$ cat config.mk
export PLATFORM = sky130hd
export DESIGN_NAME = fqg_fifo
export DESIGN_NICKNAME = d
export VERILOG_FILES = /design/src/fqg_pkg.sv /design/src/fqg_fifo.sv
export SDC_FILE = /design/constraint.sdc
export NUM_CORES = 1
export LEC_CHECK = 0
export BUFFER_PORTS_ARGS = -buffer_cell sky130_fd_sc_hd__buf_2
export CAP_MARGIN = 0
export CORE_UTILIZATION = 45
export CTS_CLUSTER_DIAMETER = 30
export DETAILED_ROUTE_END_ITERATION = 6
export SLEW_MARGIN = 15
export SYNTH_ARGS = -nofsm -noshare
export SYNTH_HDL_FRONTEND = slang
export SYNTH_SLANG_ARGS = --single-unit
$ cat constraint.sdc
create_clock -name clk_i -period 3 [get_ports clk_i]
set_clock_uncertainty 0.05 [all_clocks]
set_input_delay 0.75 -clock clk_i [delete_from_list [all_inputs] [get_ports clk_i]]
set_output_delay 0.75 -clock clk_i [all_outputs]
set_load 0.005 [all_outputs]
$ cat src/fqg_pkg.sv
// fqg_pkg: shared types, constants and register codes of the fingerprint quality grader
// used by every module under src but fqg_ram; depends on nothing
`default_nettype none

package fqg_pkg;

  // default geometry and resolution target
  localparam int unsigned MAX_WIDTH_DEF  = 1024;
  localparam int unsigned MAX_HEIGHT_DEF = 1024;
  localparam int unsigned TARGET_PPI_DEF = 500;

  // configuration register file
  localparam int unsigned CFG_SIZE_W = 11;
  localparam int unsigned CFG_PPI_W  = 12;
  localparam int unsigned CFG_DATA_W = 12;
  localparam int unsigned CFG_IDX_W  = 2;

  typedef enum logic [CFG_IDX_W-1:0] {
    CFG_IMAGE_WIDTH  = 2'd0,
    CFG_IMAGE_HEIGHT = 2'd1,
    CFG_SCAN_PPI     = 2'd2
  } cfg_idx_e;

  localparam logic [CFG_SIZE_W-1:0] IMAGE_WIDTH_RST  = 11'd1024;
  localparam logic [CFG_SIZE_W-1:0] IMAGE_HEIGHT_RST = 11'd1024;
  localparam logic [CFG_PPI_W-1:0]  SCAN_PPI_RST     = 12'd500;

  // payload widths
  localparam int unsigned PIX_W   = 8;
  localparam int unsigned SCORE_W = 3;
  localparam int unsigned MAG2_W  = 17;  // gx^2 + gy^2 <= 2 * 255^2

  // depth of the queue between front and back
  localparam int unsigned QUEUE_DEPTH = 4;

  // square root of mag2 * 256: radicand below 2^25, top even bit 2^24
  localparam int unsigned SQ_W = 26;
  localparam logic [SQ_W-1:0] SQ_FIRST_BIT = 26'h100_0000;

  // clarity thresholds scaled by 16 (4 fraction bits)
  localparam logic [8:0] CLAR_GRADE1 = 9'd400;
  localparam logic [8:0] CLAR_GRADE2 = 9'd288;
  localparam logic [8:0] CLAR_GRADE3 = 9'd192;
  localparam logic [8:0] CLAR_GRADE4 = 9'd96;

  // deviation thresholds squared
  localparam logic [12:0] DEV_LOW  = 13'd900;
  localparam logic [12:0] DEV_HIGH = 13'd6400;
  localparam logic [12:0] DEV_MID  = 13'd400;

  // grades
  localparam logic [SCORE_W-1:0] SCORE_1 = 3'd1;
  localparam logic [SCORE_W-1:0] SCORE_2 = 3'd2;
  localparam logic [SCORE_W-1:0] SCORE_3 = 3'd3;
  localparam logic [SCORE_W-1:0] SCORE_4 = 3'd4;
  localparam logic [SCORE_W-1:0] SCORE_5 = 3'd5;

  // one classified pixel handed from front to back
  typedef struct packed {
    logic [PIX_W-1:0]  pixel;
    logic              grad;
    logic [MAG2_W-1:0] mag2;
    logic              last;
  } fqg_cmd_t;

  // effective (clamped) geometry and resolution
  typedef struct packed {
    logic [CFG_SIZE_W-1:0] width;
    logic [CFG_SIZE_W-1:0] height;
    logic [CFG_PPI_W-1:0]  ppi;
  } fqg_cfg_t;

endpackage

`default_nettype wire

$ cat src/fqg_fifo.sv
// fqg_fifo: small register queue of classified pixels between front and back
// depends on fqg_pkg
`default_nettype none

module fqg_fifo #(
  parameter int unsigned DEPTH = fqg_pkg::QUEUE_DEPTH
) (
  input  wire logic              clk_i,
  input  wire logic              rst_ni,
  input  wire logic              push_valid_i,
  output logic                   push_ready_o,
  input  wire fqg_pkg::fqg_cmd_t push_data_i,
  output logic                   pop_valid_o,
  input  wire logic              pop_ready_i,
  output fqg_pkg::fqg_cmd_t      pop_data_o
);
  import fqg_pkg::*;

  localparam int unsigned PW = (DEPTH > 1) ? $clog2(DEPTH) : 1;
  localparam int unsigned NW = $clog2(DEPTH + 1);

  fqg_cmd_t      slot_q [DEPTH];
  logic [PW-1:0] wr_q, rd_q;
  logic [NW-1:0] cnt_q;
  logic          push, pop;

  assign push_ready_o = (cnt_q != NW'(DEPTH));
  assign pop_valid_o  = (cnt_q != '0);
  assign pop_data_o   = slot_q[rd_q];
  assign push         = push_valid_i && push_ready_o;
  assign pop          = pop_valid_o && pop_ready_i;

  always_ff @(posedge clk_i) begin
    if (push) begin
      slot_q[wr_q] <= push_data_i;
    end
  end

  always_ff @(posedge clk_i or negedge rst_ni) begin
    if (!rst_ni) begin
      wr_q  <= '0;
      rd_q  <= '0;
      cnt_q <= '0;
    end else begin
      if (push) begin
        wr_q <= (wr_q == PW'(DEPTH - 1)) ? '0 : wr_q + PW'(1);
      end
      if (pop) begin
        rd_q <= (rd_q == PW'(DEPTH - 1)) ? '0 : rd_q + PW'(1);
      end
      if (push && !pop) begin
        cnt_q <= cnt_q + NW'(1);
      end else if (pop && !push) begin
        cnt_q <= cnt_q - NW'(1);
      end
    end
  end

endmodule

`default_nettype wire

==> impl_metrics.csv <==
group,metric,value,unit
run_status,status,"finished, final reports clean",
cts,cts_made_buffers,17,
finish,syn_to_final_growth,25.3,%
yosys,syn-cell-area,4330,µm²
cts,clock_path_buffers,2,
power,switchingPower,1460,µW
cts,cts_hold_buf,0,
yosys,syn_area_per_cell,24.5,µm²
route,wl_per_cell,17.9,µm
finish,fin_nets,291,
global_route,grt_usage,15.9,%
sta,slew-limit-headroom,50.2,%
sta,finalCriticalPeriod,2840,ps
route,ant_nets,0,
finish,fillerInstances,723,
yosys,synth_nets,215,
cts,cts_sinks,115,
yosys,synth_seq_cells,115,
route,firstDrtPassIters,4,
sta,worst_pin_slew,748,ps
worst_hold_path,hp-class,"in2async",
finish,antennaDiodeCount,0,
power,p_leak,0.00193,µW
power,intPower,4240,µW
cts,h-tree-depth,4,
yosys,ys_seq_area_share,78.9,%
setup_path,critical_path_required,2200,ps
cts,postCtsSetupBuffers,0,
finish,final_util,58.4,%
sta,slew_viol_final,0,
sta,hold_viol,0,
setup_path,cp_data_arrival_time,2040,ps
global_route,grt_pass1_wl,11.2,mm
sta,tns,0,ps
sta,rsz0062_at_grt,"no",
floorplan,row_count,35,
setup_path,critical_path.max_stage_delay,610,ps
finish,drive_above_1_share,49.6,%
cts,cts.repair.resized,0,
floorplan,pin_count,60,
cts,root_buffer,"clkbuf_8",
setup_path,path_max_fanout,18,
setup_path,crit_buf_inv,2,
yosys,syn_inst,177,
cts,clk_latency,490,ps
route,drc,0,
power,comb_power_share,24.4,%
floorplan,die_area,10000,µm²
floorplan,initial_core_util,46.6,%
setup_path,path_cells,"buf_12, mux4_2, buf_2",
cts,cts_tree,"yes",
route,first_iter_violations,72,
sta,setup_viol,0,
power,peakVddDrop,681,µV
floorplan,die_x,100,µm
setup_path,cpMaxStageDelayCell,"dfrtp_2",
power,netSwitchingFraction,25.6,%
floorplan,die_h,100,µm
job,maxCapViolations,0,
setup_path,crit_family,"flip-flops",
yosys,yosysWarnings,0,
power,p_seq_share,40.3,%
setup_path,criticalPathCategory,"reg2out",
floorplan,coreArea,9280,µm²
cts,cts.reportedPaths.clkPinSlew,50,ps
sta,clock.fmax,352,MHz
route,wl,7.09,mm
global_route,grt_max_degree,28,
global_route,antenna_found_initial,0,
placed_design,post-dp-hpwl,4.29,mm
route,vias,1969,
global_route,grt_pass1_vias,2082,
route,via_per_inst,4.98,
sta,fin_crit_sh,94.7,%
placed_design,numPortBuffers,59,
power,powerDensity,1050,nW/µm²
yosys,ys_types,18,
placed_design,place.gp.congestion,0.658,
power,clockPowerShare,35.3,%
setup_path,end_kind,"output port",
setup_path,cp-start-kind,"flip-flop",
global_route,overflow,0,
-- through the flow --
step / area, µm² / hold WS (ps) / instances / total power [µW] / worst slack, ps
2_1_floorplan: 4330 / 397 / 177 / 3190 / 863
3_3_place_gp: 4820 / 418 / 363 / 3740 / 632
3_5_place_dp: 4820 / 420 / 363 / 3760 / 615
4_1_cts: 5420 / 6.93 / 395 / 5780 / 74.3
5_1_grt: 5420 / 24.5 / 395 / 5960 / 27.0
6_report: 5420 / 33.5 / 395 / 5690 / 159
-- area by class of cell --
type	count	area [µm²]	area share [%]
flip-flops and latches	115	3420	63.0
multi-input cells	53	866	16.0
clock buffers	17	414	7.64
repair buffers	63	363	6.69
clock inverters	15	189	3.48
well taps	129	161	2.98
inverters	3	11.3	0.208
-- cells by family after synthesis --
group | Yosys count | synth area share, %
xor+xnor | 3 | 0.607
fa+ha+maj | 7 | 2.20
buf+inv | 9 | 1.07
flops | 115 | 78.9
simple gates | 11 | 1.68
mux | 32 | 15.5
-- final timing paths --
| check | from | endpoint | slack, ps | depth (start not counted) |
|---|---|---|---|---|
| setup / recovery | rd_q[0] | pop_data_o[15] | 160 | 3 |
| hold / removal | rst_ni | cnt_q[2] | 30 | 1 |
| setup reg to reg | cnt_q[1] | cnt_q[2] | 730 | 8 |
| hold reg to reg | cnt_q[2] | cnt_q[2] | 430 | 1 |
| max in group asynchronous | rst_ni | rd_q[0] | 2690 | 1 |
| min in group clk_i | push_data_i[2] | slot_q[2][2] | 420 | 1 |
-- cells in the final DEF (no fill, tap or decap), types with 2 or more instances in the layout --
| cell type | netlist | final |
|---|---|---|
| edfxtp_1 | 108 | 108 |
| buf_2 | 4 | 59 |
| mux4_2 | 27 | 27 |
| clkbuf_16 | 0 | 16 |
| ha_1 | 6 | 6 |
| dfrtp_1 | 7 | 6 |
| and3_2 | 4 | 4 |
| bufinv_16 | 0 | 4 |
| clkinvlp_4 | 0 | 4 |
| inv_1 | 3 | 3 |
| mux2_2 | 3 | 3 |
| nor2_1 | 3 | 3 |
| clkinv_1 | 0 | 3 |
| buf_12 | 0 | 3 |
| mux2_4 | 2 | 2 |
| xor2_1 | 2 | 2 |
| clkinv_2 | 0 | 2 |
-- synth_stat cells --
master    instances  area, µm²
or3_2             1       7.51
nand2_1           1       3.75
xor2_1            2       17.5
buf_2             4       20.0
mux4_2           27        608
and2_4            1       8.76
and3_2            4       30.0
ha_1              6       75.1
dfrtp_1           7        175
nor2_1            3       11.3
fa_1              1       20.0
edfxtp_1        108       3240
or3b_4            1       11.3
mux2_2            3       33.8
xnor2_1           1       8.76
inv_1             3       11.3
buf_4             2       15.0
mux2_4            2       30.0
-- worst register-to-register path, delay by kind of cell, from the launching register on --
| kind | cells | cell delay [ps] |
|---|---|---|
| flops | 1 | 410 |
| xor+xnor | 2 | 330 |
| simple gates | 3 | 770 |
| buf+inv | 1 | 60 |
| fa+ha+maj | 2 | 570 |
-- power groups by stage --
stage	Combinational [µW]	Sequential [µW]	Clock, µW
floorplan	953	2230	0
global placement	1410	2330	0
detailed placement	1420	2330	0
CTS	1430	2300	2040
global route	1520	2340	2110
finish	1390	2300	2010
-- registers in the layout (all words and copies together), names as in the netlist --
signal / cells
slot_q: 108
cnt_q: 3
rd_q: 2
wr_q: 2
-- layer usage --
metal	up-vias	part of all wire (%)	GRT usage, %
li1	898	-	-
met1	1021	43	19.1
met2	46	53	26.5
met3	4	3.2	5.22
met4	0	0.83	6.69
met5	-	0	0
Note: power is estimated with default switching activity, not from simulation.
