--- config.mk ---
export PLATFORM = sky130hd
export DESIGN_NAME = fqg_back
export DESIGN_NICKNAME = d
export VERILOG_FILES = /design/src/fqg_pkg.sv /design/src/fqg_back.sv
export SDC_FILE = /design/constraint.sdc
export NUM_CORES = 2
export LEC_CHECK = 0
export BUFFER_PORTS_ARGS = -buffer_cell sky130_fd_sc_hd__buf_2
export CORE_ASPECT_RATIO = 0.75
export CORE_MARGIN = 5
export CORE_UTILIZATION = 35
export CTS_BUF_LIST = sky130_fd_sc_hd__clkbuf_4
export CTS_CLUSTER_SIZE = 8
export DETAILED_ROUTE_END_ITERATION = 8
export HOLD_SLACK_MARGIN = 0.1
export SYNTH_ARGS = -nofsm -noshare
export SYNTH_HDL_FRONTEND = slang
export SYNTH_SLANG_ARGS = --single-unit
--- constraint.sdc ---
create_clock -name clk_i -period 23.2 [get_ports clk_i]
set_input_delay 6.96 -clock clk_i [delete_from_list [all_inputs] [get_ports clk_i]]
set_output_delay 6.96 -clock clk_i [all_outputs]
set_load 0.01 [all_outputs]
--- src/fqg_pkg.sv ---
// fqg_pkg: shared types, constants and register codes of the fingerprint quality grader
// used by every module under src but fqg_ram; depends on nothing
`default_nettype none

package fqg_pkg;

  // default geometry and resolution target
  localparam int unsigned MAX_WIDTH_DEF  = 1024;
  localparam int unsigned MAX_HEIGHT_DEF = 1024;
  localparam int unsigned TARGET_PPI_DEF = 500;

  // configuration register file
  localparam int unsigned CFG_SIZE_W = 11;
  localparam int unsigned CFG_PPI_W  = 12;
  localparam int unsigned CFG_DATA_W = 12;
  localparam int unsigned CFG_IDX_W  = 2;

  typedef enum logic [CFG_IDX_W-1:0] {
    CFG_IMAGE_WIDTH  = 2'd0,
    CFG_IMAGE_HEIGHT = 2'd1,
    CFG_SCAN_PPI     = 2'd2
  } cfg_idx_e;

  localparam logic [CFG_SIZE_W-1:0] IMAGE_WIDTH_RST  = 11'd1024;
  localparam logic [CFG_SIZE_W-1:0] IMAGE_HEIGHT_RST = 11'd1024;
  localparam logic [CFG_PPI_W-1:0]  SCAN_PPI_RST     = 12'd500;

  // payload widths
  localparam int unsigned PIX_W   = 8;
  localparam int unsigned SCORE_W = 3;
  localparam int unsigned MAG2_W  = 17;  // gx^2 + gy^2 <= 2 * 255^2

  // depth of the queue between front and back
  localparam int unsigned QUEUE_DEPTH = 4;

  // square root of mag2 * 256: radicand below 2^25, top even bit 2^24
  localparam int unsigned SQ_W = 26;
  localparam logic [SQ_W-1:0] SQ_FIRST_BIT = 26'h100_0000;

  // clarity thresholds scaled by 16 (4 fraction bits)
  localparam logic [8:0] CLAR_GRADE1 = 9'd400;
  localparam logic [8:0] CLAR_GRADE2 = 9'd288;
  localparam logic [8:0] CLAR_GRADE3 = 9'd192;
  localparam logic [8:0] CLAR_GRADE4 = 9'd96;

  // deviation thresholds squared
  localparam logic [12:0] DEV_LOW  = 13'd900;
  localparam logic [12:0] DEV_HIGH = 13'd6400;
  localparam logic [12:0] DEV_MID  = 13'd400;

  // grades
  localparam logic [SCORE_W-1:0] SCORE_1 = 3'd1;
  localparam logic [SCORE_W-1:0] SCORE_2 = 3'd2;
  localparam logic [SCORE_W-1:0] SCORE_3 = 3'd3;
  localparam logic [SCORE_W-1:0] SCORE_4 = 3'd4;
  localparam logic [SCORE_W-1:0] SCORE_5 = 3'd5;

  // one classified pixel handed from front to back
  typedef struct packed {
    logic [PIX_W-1:0]  pixel;
    logic              grad;
    logic [MAG2_W-1:0] mag2;
    logic              last;
  } fqg_cmd_t;

  // effective (clamped) geometry and resolution
  typedef struct packed {
    logic [CFG_SIZE_W-1:0] width;
    logic [CFG_SIZE_W-1:0] height;
    logic [CFG_PPI_W-1:0]  ppi;
  } fqg_cfg_t;

endpackage

`default_nettype wire

--- src/fqg_back.sv ---
// fqg_back: square-root unit, frame accumulators and end-of-frame grading sequencer
// depends on fqg_pkg
`default_nettype none

module fqg_back #(
  parameter int unsigned MAX_WIDTH  = fqg_pkg::MAX_WIDTH_DEF,
  parameter int unsigned MAX_HEIGHT = fqg_pkg::MAX_HEIGHT_DEF,
  parameter int unsigned TARGET_PPI = fqg_pkg::TARGET_PPI_DEF
) (
  input  wire logic                        clk_i,
  input  wire logic                        rst_ni,
  input  wire logic                        cmd_valid_i,
  output logic                             cmd_ready_o,
  input  wire fqg_pkg::fqg_cmd_t           cmd_i,
  input  wire fqg_pkg::fqg_cfg_t           cfg_i,
  output logic                             score_valid_o,
  input  wire logic                        score_ready_i,
  output logic [fqg_pkg::SCORE_W-1:0]      score_o
);
  import fqg_pkg::*;

  localparam int unsigned NW  = $clog2(MAX_WIDTH * MAX_HEIGHT + 1);
  localparam int unsigned PSW = NW + 8;
  localparam int unsigned PQW = NW + 16;
  localparam int unsigned GSW = NW + 14;
  localparam int unsigned PW  = 2 * NW + 16;
  localparam int unsigned MBW = (PSW > 13) ? PSW : 13;
  localparam int unsigned AREA_W = 2 * CFG_SIZE_W;

  typedef enum logic [2:0] {
    B_IDLE, B_SQRT, G_SIZE, G_SCALE, G_MUL_A, G_MUL_B, G_MUL_T, G_OUT
  } bstate_e;

  bstate_e          state_q;
  logic             last_q;
  logic [1:0]       sq_cnt_q;
  logic [SQ_W-1:0]  rem_q, res_q, bit_q;
  logic [PSW-1:0]   ps_q;
  logic [PQW-1:0]   pss_q;
  logic [GSW-1:0]   gs_q;
  logic [NW-1:0]    n_q, c_q;
  logic [2*NW-1:0]  nn_q;
  logic [3:0]       clar_q;
  logic [2:0]       dev_q;
  logic [1:0]       k_q;
  logic [PW-1:0]    acc_q, mc_q, a_q, d_q;
  logic [MBW-1:0]   mp_q;
  logic             ovalid_q;
  logic [SCORE_W-1:0] score_q;

  logic [SQ_W-1:0]  rem_n, res_n, bit_n;
  logic [PW-1:0]    acc_n;
  logic             mul_done, penalty, pop;
  logic [AREA_W-1:0] area, inner;
  logic [SCORE_W-1:0] grade;

  assign cmd_ready_o   = (state_q == B_IDLE);
  assign pop           = cmd_valid_i && cmd_ready_o;
  assign score_valid_o = ovalid_q;
  assign score_o       = score_q;

  // four restoring square-root steps per cycle
  always_comb begin
    rem_n = rem_q;
    res_n = res_q;
    bit_n = bit_q;
    for (int i = 0; i < 4; i++) begin
      if (bit_n != '0) begin
        if (rem_n >= res_n + bit_n) begin
          rem_n = rem_n - (res_n + bit_n);
          res_n = (res_n >> 1) + bit_n;
        end else begin
          res_n = res_n >> 1;
        end
      end
      bit_n = bit_n >> 2;
    end
  end

  // shift-add multiplier step
  assign mul_done = (mp_q == '0);
  assign acc_n    = mp_q[0] ? acc_q + mc_q : acc_q;

  always_comb begin
    area  = AREA_W'(cfg_i.width) * AREA_W'(cfg_i.height);
    inner = ((cfg_i.width >= CFG_SIZE_W'(3)) && (cfg_i.height >= CFG_SIZE_W'(3))) ?
            AREA_W'(cfg_i.width - CFG_SIZE_W'(2)) * AREA_W'(cfg_i.height - CFG_SIZE_W'(2)) :
            '0;
    penalty = (cfg_i.ppi != '0) &&
              (((32'(cfg_i.ppi) << 1) < 32'(TARGET_PPI)) ||
               (32'(cfg_i.ppi) > 32'(2 * TARGET_PPI)));
    if (clar_q[0] && dev_q[0] && dev_q[1]) begin
      grade = SCORE_1;
    end else if (clar_q[1] && dev_q[2]) begin
      grade = SCORE_2;
    end else if (clar_q[2]) begin
      grade = SCORE_3;
    end else if (clar_q[3]) begin
      grade = SCORE_4;
    end else begin
      grade = SCORE_5;
    end
    if (penalty && grade != SCORE_5) begin
      grade = grade + SCORE_W'(1);
    end
  end

  always_ff @(posedge clk_i or negedge rst_ni) begin
    if (!rst_ni) begin
      state_q  <= B_IDLE;
      last_q   <= 1'b0;
      sq_cnt_q <= '0;
      rem_q    <= '0;
      res_q    <= '0;
      bit_q    <= '0;
      ps_q     <= '0;
      pss_q    <= '0;
      gs_q     <= '0;
      n_q      <= '0;
      c_q      <= '0;
      nn_q     <= '0;
      clar_q   <= '0;
      dev_q    <= '0;
      k_q      <= '0;
      acc_q    <= '0;
      mc_q     <= '0;
      mp_q     <= '0;
      a_q      <= '0;
      d_q      <= '0;
      ovalid_q <= 1'b0;
      score_q  <= '0;
    end else begin
      // in G_OUT the output register is handled by the sequencer below
      if (ovalid_q && score_ready_i && (state_q != G_OUT)) begin
        ovalid_q <= 1'b0;
      end
      case (state_q)
        B_IDLE: begin
          if (pop) begin
            ps_q   <= ps_q + PSW'(cmd_i.pixel);
            pss_q  <= pss_q + PQW'(16'(cmd_i.pixel) * 16'(cmd_i.pixel));
            last_q <= cmd_i.last;
            if (cmd_i.grad) begin
              rem_q    <= SQ_W'({cmd_i.mag2, 8'h00});
              res_q    <= '0;
              bit_q    <= SQ_FIRST_BIT;
              sq_cnt_q <= '0;
              state_q  <= B_SQRT;
            end else if (cmd_i.last) begin
              state_q <= G_SIZE;
            end
          end
        end
        B_SQRT: begin
          rem_q    <= rem_n;
          res_q    <= res_n;
          bit_q    <= bit_n;
          sq_cnt_q <= sq_cnt_q + 2'd1;
          if (sq_cnt_q == 2'd3) begin
            gs_q    <= gs_q + GSW'(res_n);
            state_q <= last_q ? G_SIZE : B_IDLE;
          end
        end
        G_SIZE: begin
          n_q     <= NW'(area);
          c_q     <= NW'(inner);
          state_q <= G_SCALE;
        end
        G_SCALE: begin
          nn_q      <= (2*NW)'(n_q) * (2*NW)'(n_q);
          clar_q[0] <= gs_q > GSW'(c_q) * GSW'(CLAR_GRADE1);
          clar_q[1] <= gs_q > GSW'(c_q) * GSW'(CLAR_GRADE2);
          clar_q[2] <= gs_q > GSW'(c_q) * GSW'(CLAR_GRADE3);
          clar_q[3] <= gs_q > GSW'(c_q) * GSW'(CLAR_GRADE4);
          acc_q     <= '0;
          mc_q      <= PW'(pss_q);
          mp_q      <= MBW'(n_q);
          state_q   <= G_MUL_A;
        end
        G_MUL_A: begin
          if (mul_done) begin
            a_q     <= acc_q;
            acc_q   <= '0;
            mc_q    <= PW'(ps_q);
            mp_q    <= MBW'(ps_q);
            state_q <= G_MUL_B;
          end else begin
            acc_q <= acc_n;
            mc_q  <= mc_q << 1;
            mp_q  <= mp_q >> 1;
          end
        end
        G_MUL_B: begin
          if (mul_done) begin
            d_q     <= (a_q > acc_q) ? a_q - acc_q : '0;
            acc_q   <= '0;
            mc_q    <= PW'(nn_q);
            mp_q    <= MBW'(DEV_LOW);
            k_q     <= '0;
            state_q <= G_MUL_T;
          end else begin
            acc_q <= acc_n;
            mc_q  <= mc_q << 1;
            mp_q  <= mp_q >> 1;
          end
        end
        G_MUL_T: begin
          if (mul_done) begin
            acc_q <= '0;
            mc_q  <= PW'(nn_q);
            k_q   <= k_q + 2'd1;
            case (k_q)
              2'd0: begin
                dev_q[0] <= d_q > acc_q;
                mp_q     <= MBW'(DEV_HIGH);
              end
              2'd1: begin
                dev_q[1] <= d_q < acc_q;
                mp_q     <= MBW'(DEV_MID);
              end
              default: begin
                dev_q[2] <= d_q > acc_q;
                state_q  <= G_OUT;
              end
            endcase
          end else begin
            acc_q <= acc_n;
            mc_q  <= mc_q << 1;
            mp_q  <= mp_q >> 1;
          end
        end
        G_OUT: begin
          if (!ovalid_q || score_ready_i) begin
            ovalid_q <= 1'b1;
            score_q  <= grade;
            ps_q     <= '0;
            pss_q    <= '0;
            gs_q     <= '0;
            state_q  <= B_IDLE;
          end
        end
        default: state_q <= B_IDLE;
      endcase
    end
  end

endmodule

`default_nettype wire

==> flow_summary.ini <==
[setup_path]
crit_path_end_kind = register
critical_path_startpoint_category = register
critical-path-top-cell-by-count = o21ai_0
timing.critical_path.arrival_ns = 22.49
path_class = reg -> reg
cpPeakStageDelay_ns = 0.71
worst-endpoint-required_ns = 24.08
crit_slowest_cell = or3_1
worst-path-max-fanout = 14

[yosys]
synth.area.top_cells = dfrtp_1, fa_1, ha_1, inv_1, nand2_1
synthDominantAreaCellType = dfrtp_1
fraction_of_the_yosys_area_taken_by_sequential_cells = 0.187
syn_std_cell_area_mm2 = 0.0695
netlist-cell-type-count = 115
synthesis.instances = 8102
synthesis.yosys.warnings = 0
synthesis.area_per_instance_um2 = 8.58
count_of_flip_flops_with_a_built_in_enable_after_synthesis = 0
yosys_register_bits = 520
ys_async_sr_fraction = 1.00
synth_top_cell_area_share = 0.187
synthesis.nets = 9613
synth_top_flop_cell = dfrtp_1

[min_path]
hold_path.class = reg -> reg

[clocking]
cts_tree = done
root_buffer = clkbuf_4
cts-htree-levels = 4
cts_hold_repair.buffers = 0
insertion_delay_ns = 1.14
clock_sink_count = 520
cts.clk_slew.worst_paths_ns = 0.06
cts-buffers-inserted = 150
cts-root-to-sink-buffers = 3

[sta]
slew_headroom = 0.0750
period_minus_slack_ns = 21.61
setup_total_negative_slack_ns = 0
rsz0062_at_grt = false
finalSetupViolCount = 0
timing.final.max_slew_violations = 0
timing_hold_violations_final = 0
timing.fmax_ghz = 0.0463
timing_worst_slew_pin_value_ns = 1.37
finClkSkew_ns = 0.129
fin_crit_sh = 0.932

[floorplan]
die-area_mm2 = 0.208
num_io_pins = 70
horizontal_die_dimension_um = 524
dieHeight_um = 396
core.rowCount = 141
core-area_mm2 = 0.197
initial_utilization = 0.352

[detailed_routing]
ant_nets = 0
route.detailed.wl_per_inst_um = 20.8
vias = 58600
wl_um = 226000
vias_per_cell = 5.38
dr.pass1.iters = 6
detail_route.iter0.violations = 4849
drc = 0

[run]
max_cap_viol_count = 0

[global_routing]
grt_first_pass_wirelength_um = 352000
grt_use_total = 0.215
grt_remaining_overflow = 0
largest_net_degree_at_the_start_of_global_routing = 150
antenna_found_initial = 10
grt_pass1_vias = 58500

[final_layout]
layout-area-overhead-vs-synth_pct = 7.54
layout.nets = 9645
final_layout_size_suffix_gt1_frac = 0.0736

[placement]
dpl_wire_length_um = 181000
numPortBuffers = 69
gp_routability_congestion = 0.974

[outcome]
run_status = finished, final reports clean
## layer usage
layer  GRT usage  share of wire  vias up
met5           0              0        -
met2       0.308           0.40     1784
met4      0.0434          0.017        0
li1            -              -    27600
met1       0.331           0.50    28900
met3      0.0446          0.079      247
## cells in the final DEF, fill, tap and decap left out, types with 52 or more instances in the layout
cell / count
nor2_1: 544
and2_1: 211
ha_1: 854
nand4_1: 88
a21o_1: 173
dfrtp_1: 520
a21oi_1: 478
xnor2_1: 341
a22o_1: 87
fa_1: 592
and3_1: 63
buf_2: 68
nand3_1: 104
clkbuf_4: 194
a31oi_1: 52
nor2b_1: 84
mux2_2: 75
nand2_1: 866
buf_4: 107
o21ai_0: 487
o21bai_1: 75
inv_1: 986
xor2_1: 215
nor3_1: 108
nand2b_1: 104
## kinds of logic after synthesis
logic type / synth area share
adder cells (fa/ha/maj): 0.324
AND/OR/NAND/NOR: 0.161
multiplexers: 0.0146
buffers and inverters: 0.0704
XOR/XNOR: 0.0704
flip-flops: 0.187
AO/OA/AOI/OAI: 0.171
## registers in the layout, summed over array words and instances (netlist names), 2 cells and up
name      cells
a_q          58
acc_q        58
d_q          58
mc_q         58
nn_q         41
pss_q        37
gs_q         35
mp_q         29
ps_q         29
rem_q        26
res_q        26
c_q          21
n_q          21
bit_q         4
clar_q        4
dev_q         3
score_o       3
state_q       3
k_q           2
sq_cnt_q      2
## worst max-delay path, delay by kind of cell (launching register included)
| kind | cells | cell delay [ns] |
|---|---|---|
| AO/OA/AOI/OAI | 42 | 10.65 |
| buffers and inverters | 2 | 0.32 |
| AND/OR/NAND/NOR | 28 | 6.65 |
| flip-flops | 1 | 0.40 |
| XOR/XNOR | 6 | 1.26 |
| adder cells (fa/ha/maj) | 6 | 2.10 |
## through the flow
stage               std cells  hold WS (ns)  instance area (um2)  utilization  worst slack, ns
floorplan                8102         0.440                69500            -             6.17
global placement        10600         0.450                72900        0.370             1.52
detailed placement      10600         0.461                72900        0.370             1.32
CTS                     10900         0.475                74600        0.378             1.18
global route            10900         0.501                74700        0.379           0.0129
finish                  10900         0.481                74700        0.379             1.59
## cell usage after synthesis (211+ instances only)
library cell,instances
a21oi_1,479
and2_1,211
clkbuf_1,254
dfrtp_1,520
fa_1,592
ha_1,854
inv_1,986
nand2_1,869
nor2_1,553
o21ai_0,489
xnor2_1,341
xor2_1,215
## area by class of cell
class,count,area [um2]
fill,20400,123000
timing repair buffer,178,1200
clock buffer,194,1460
inverter,990,3720
sequential,520,13000
antenna,12,30.0
clock inverter,48,287
tap,2645,3310
multi-input combinational,6294,51700
## timing repair
item                                    CTS  global route
resized for setup                         0             8
endpoints found under the setup margin    0            13
setup buffers                             0             3
## path summary, 6_finish.rpt
kind | slack [ns] | cells after the start | end | from
min in group asynchronous | 5.88 | 1 | score_o[1] | rst_ni
setup reg to reg | 1.59 | 84 | gs_q[32] | res_q[0]
max in group asynchronous | 13.83 | 5 | mc_q[47] | rst_ni
setup / recovery | 1.59 | 84 | gs_q[32] | res_q[0]
hold reg to reg | 0.48 | 2 | nn_q[40] | nn_q[40]
hold / removal | 0.48 | 2 | nn_q[40] | nn_q[40]
Power is not shown: default switching activity piles up to over one toggle a cycle in this logic, so the estimate is an artifact.
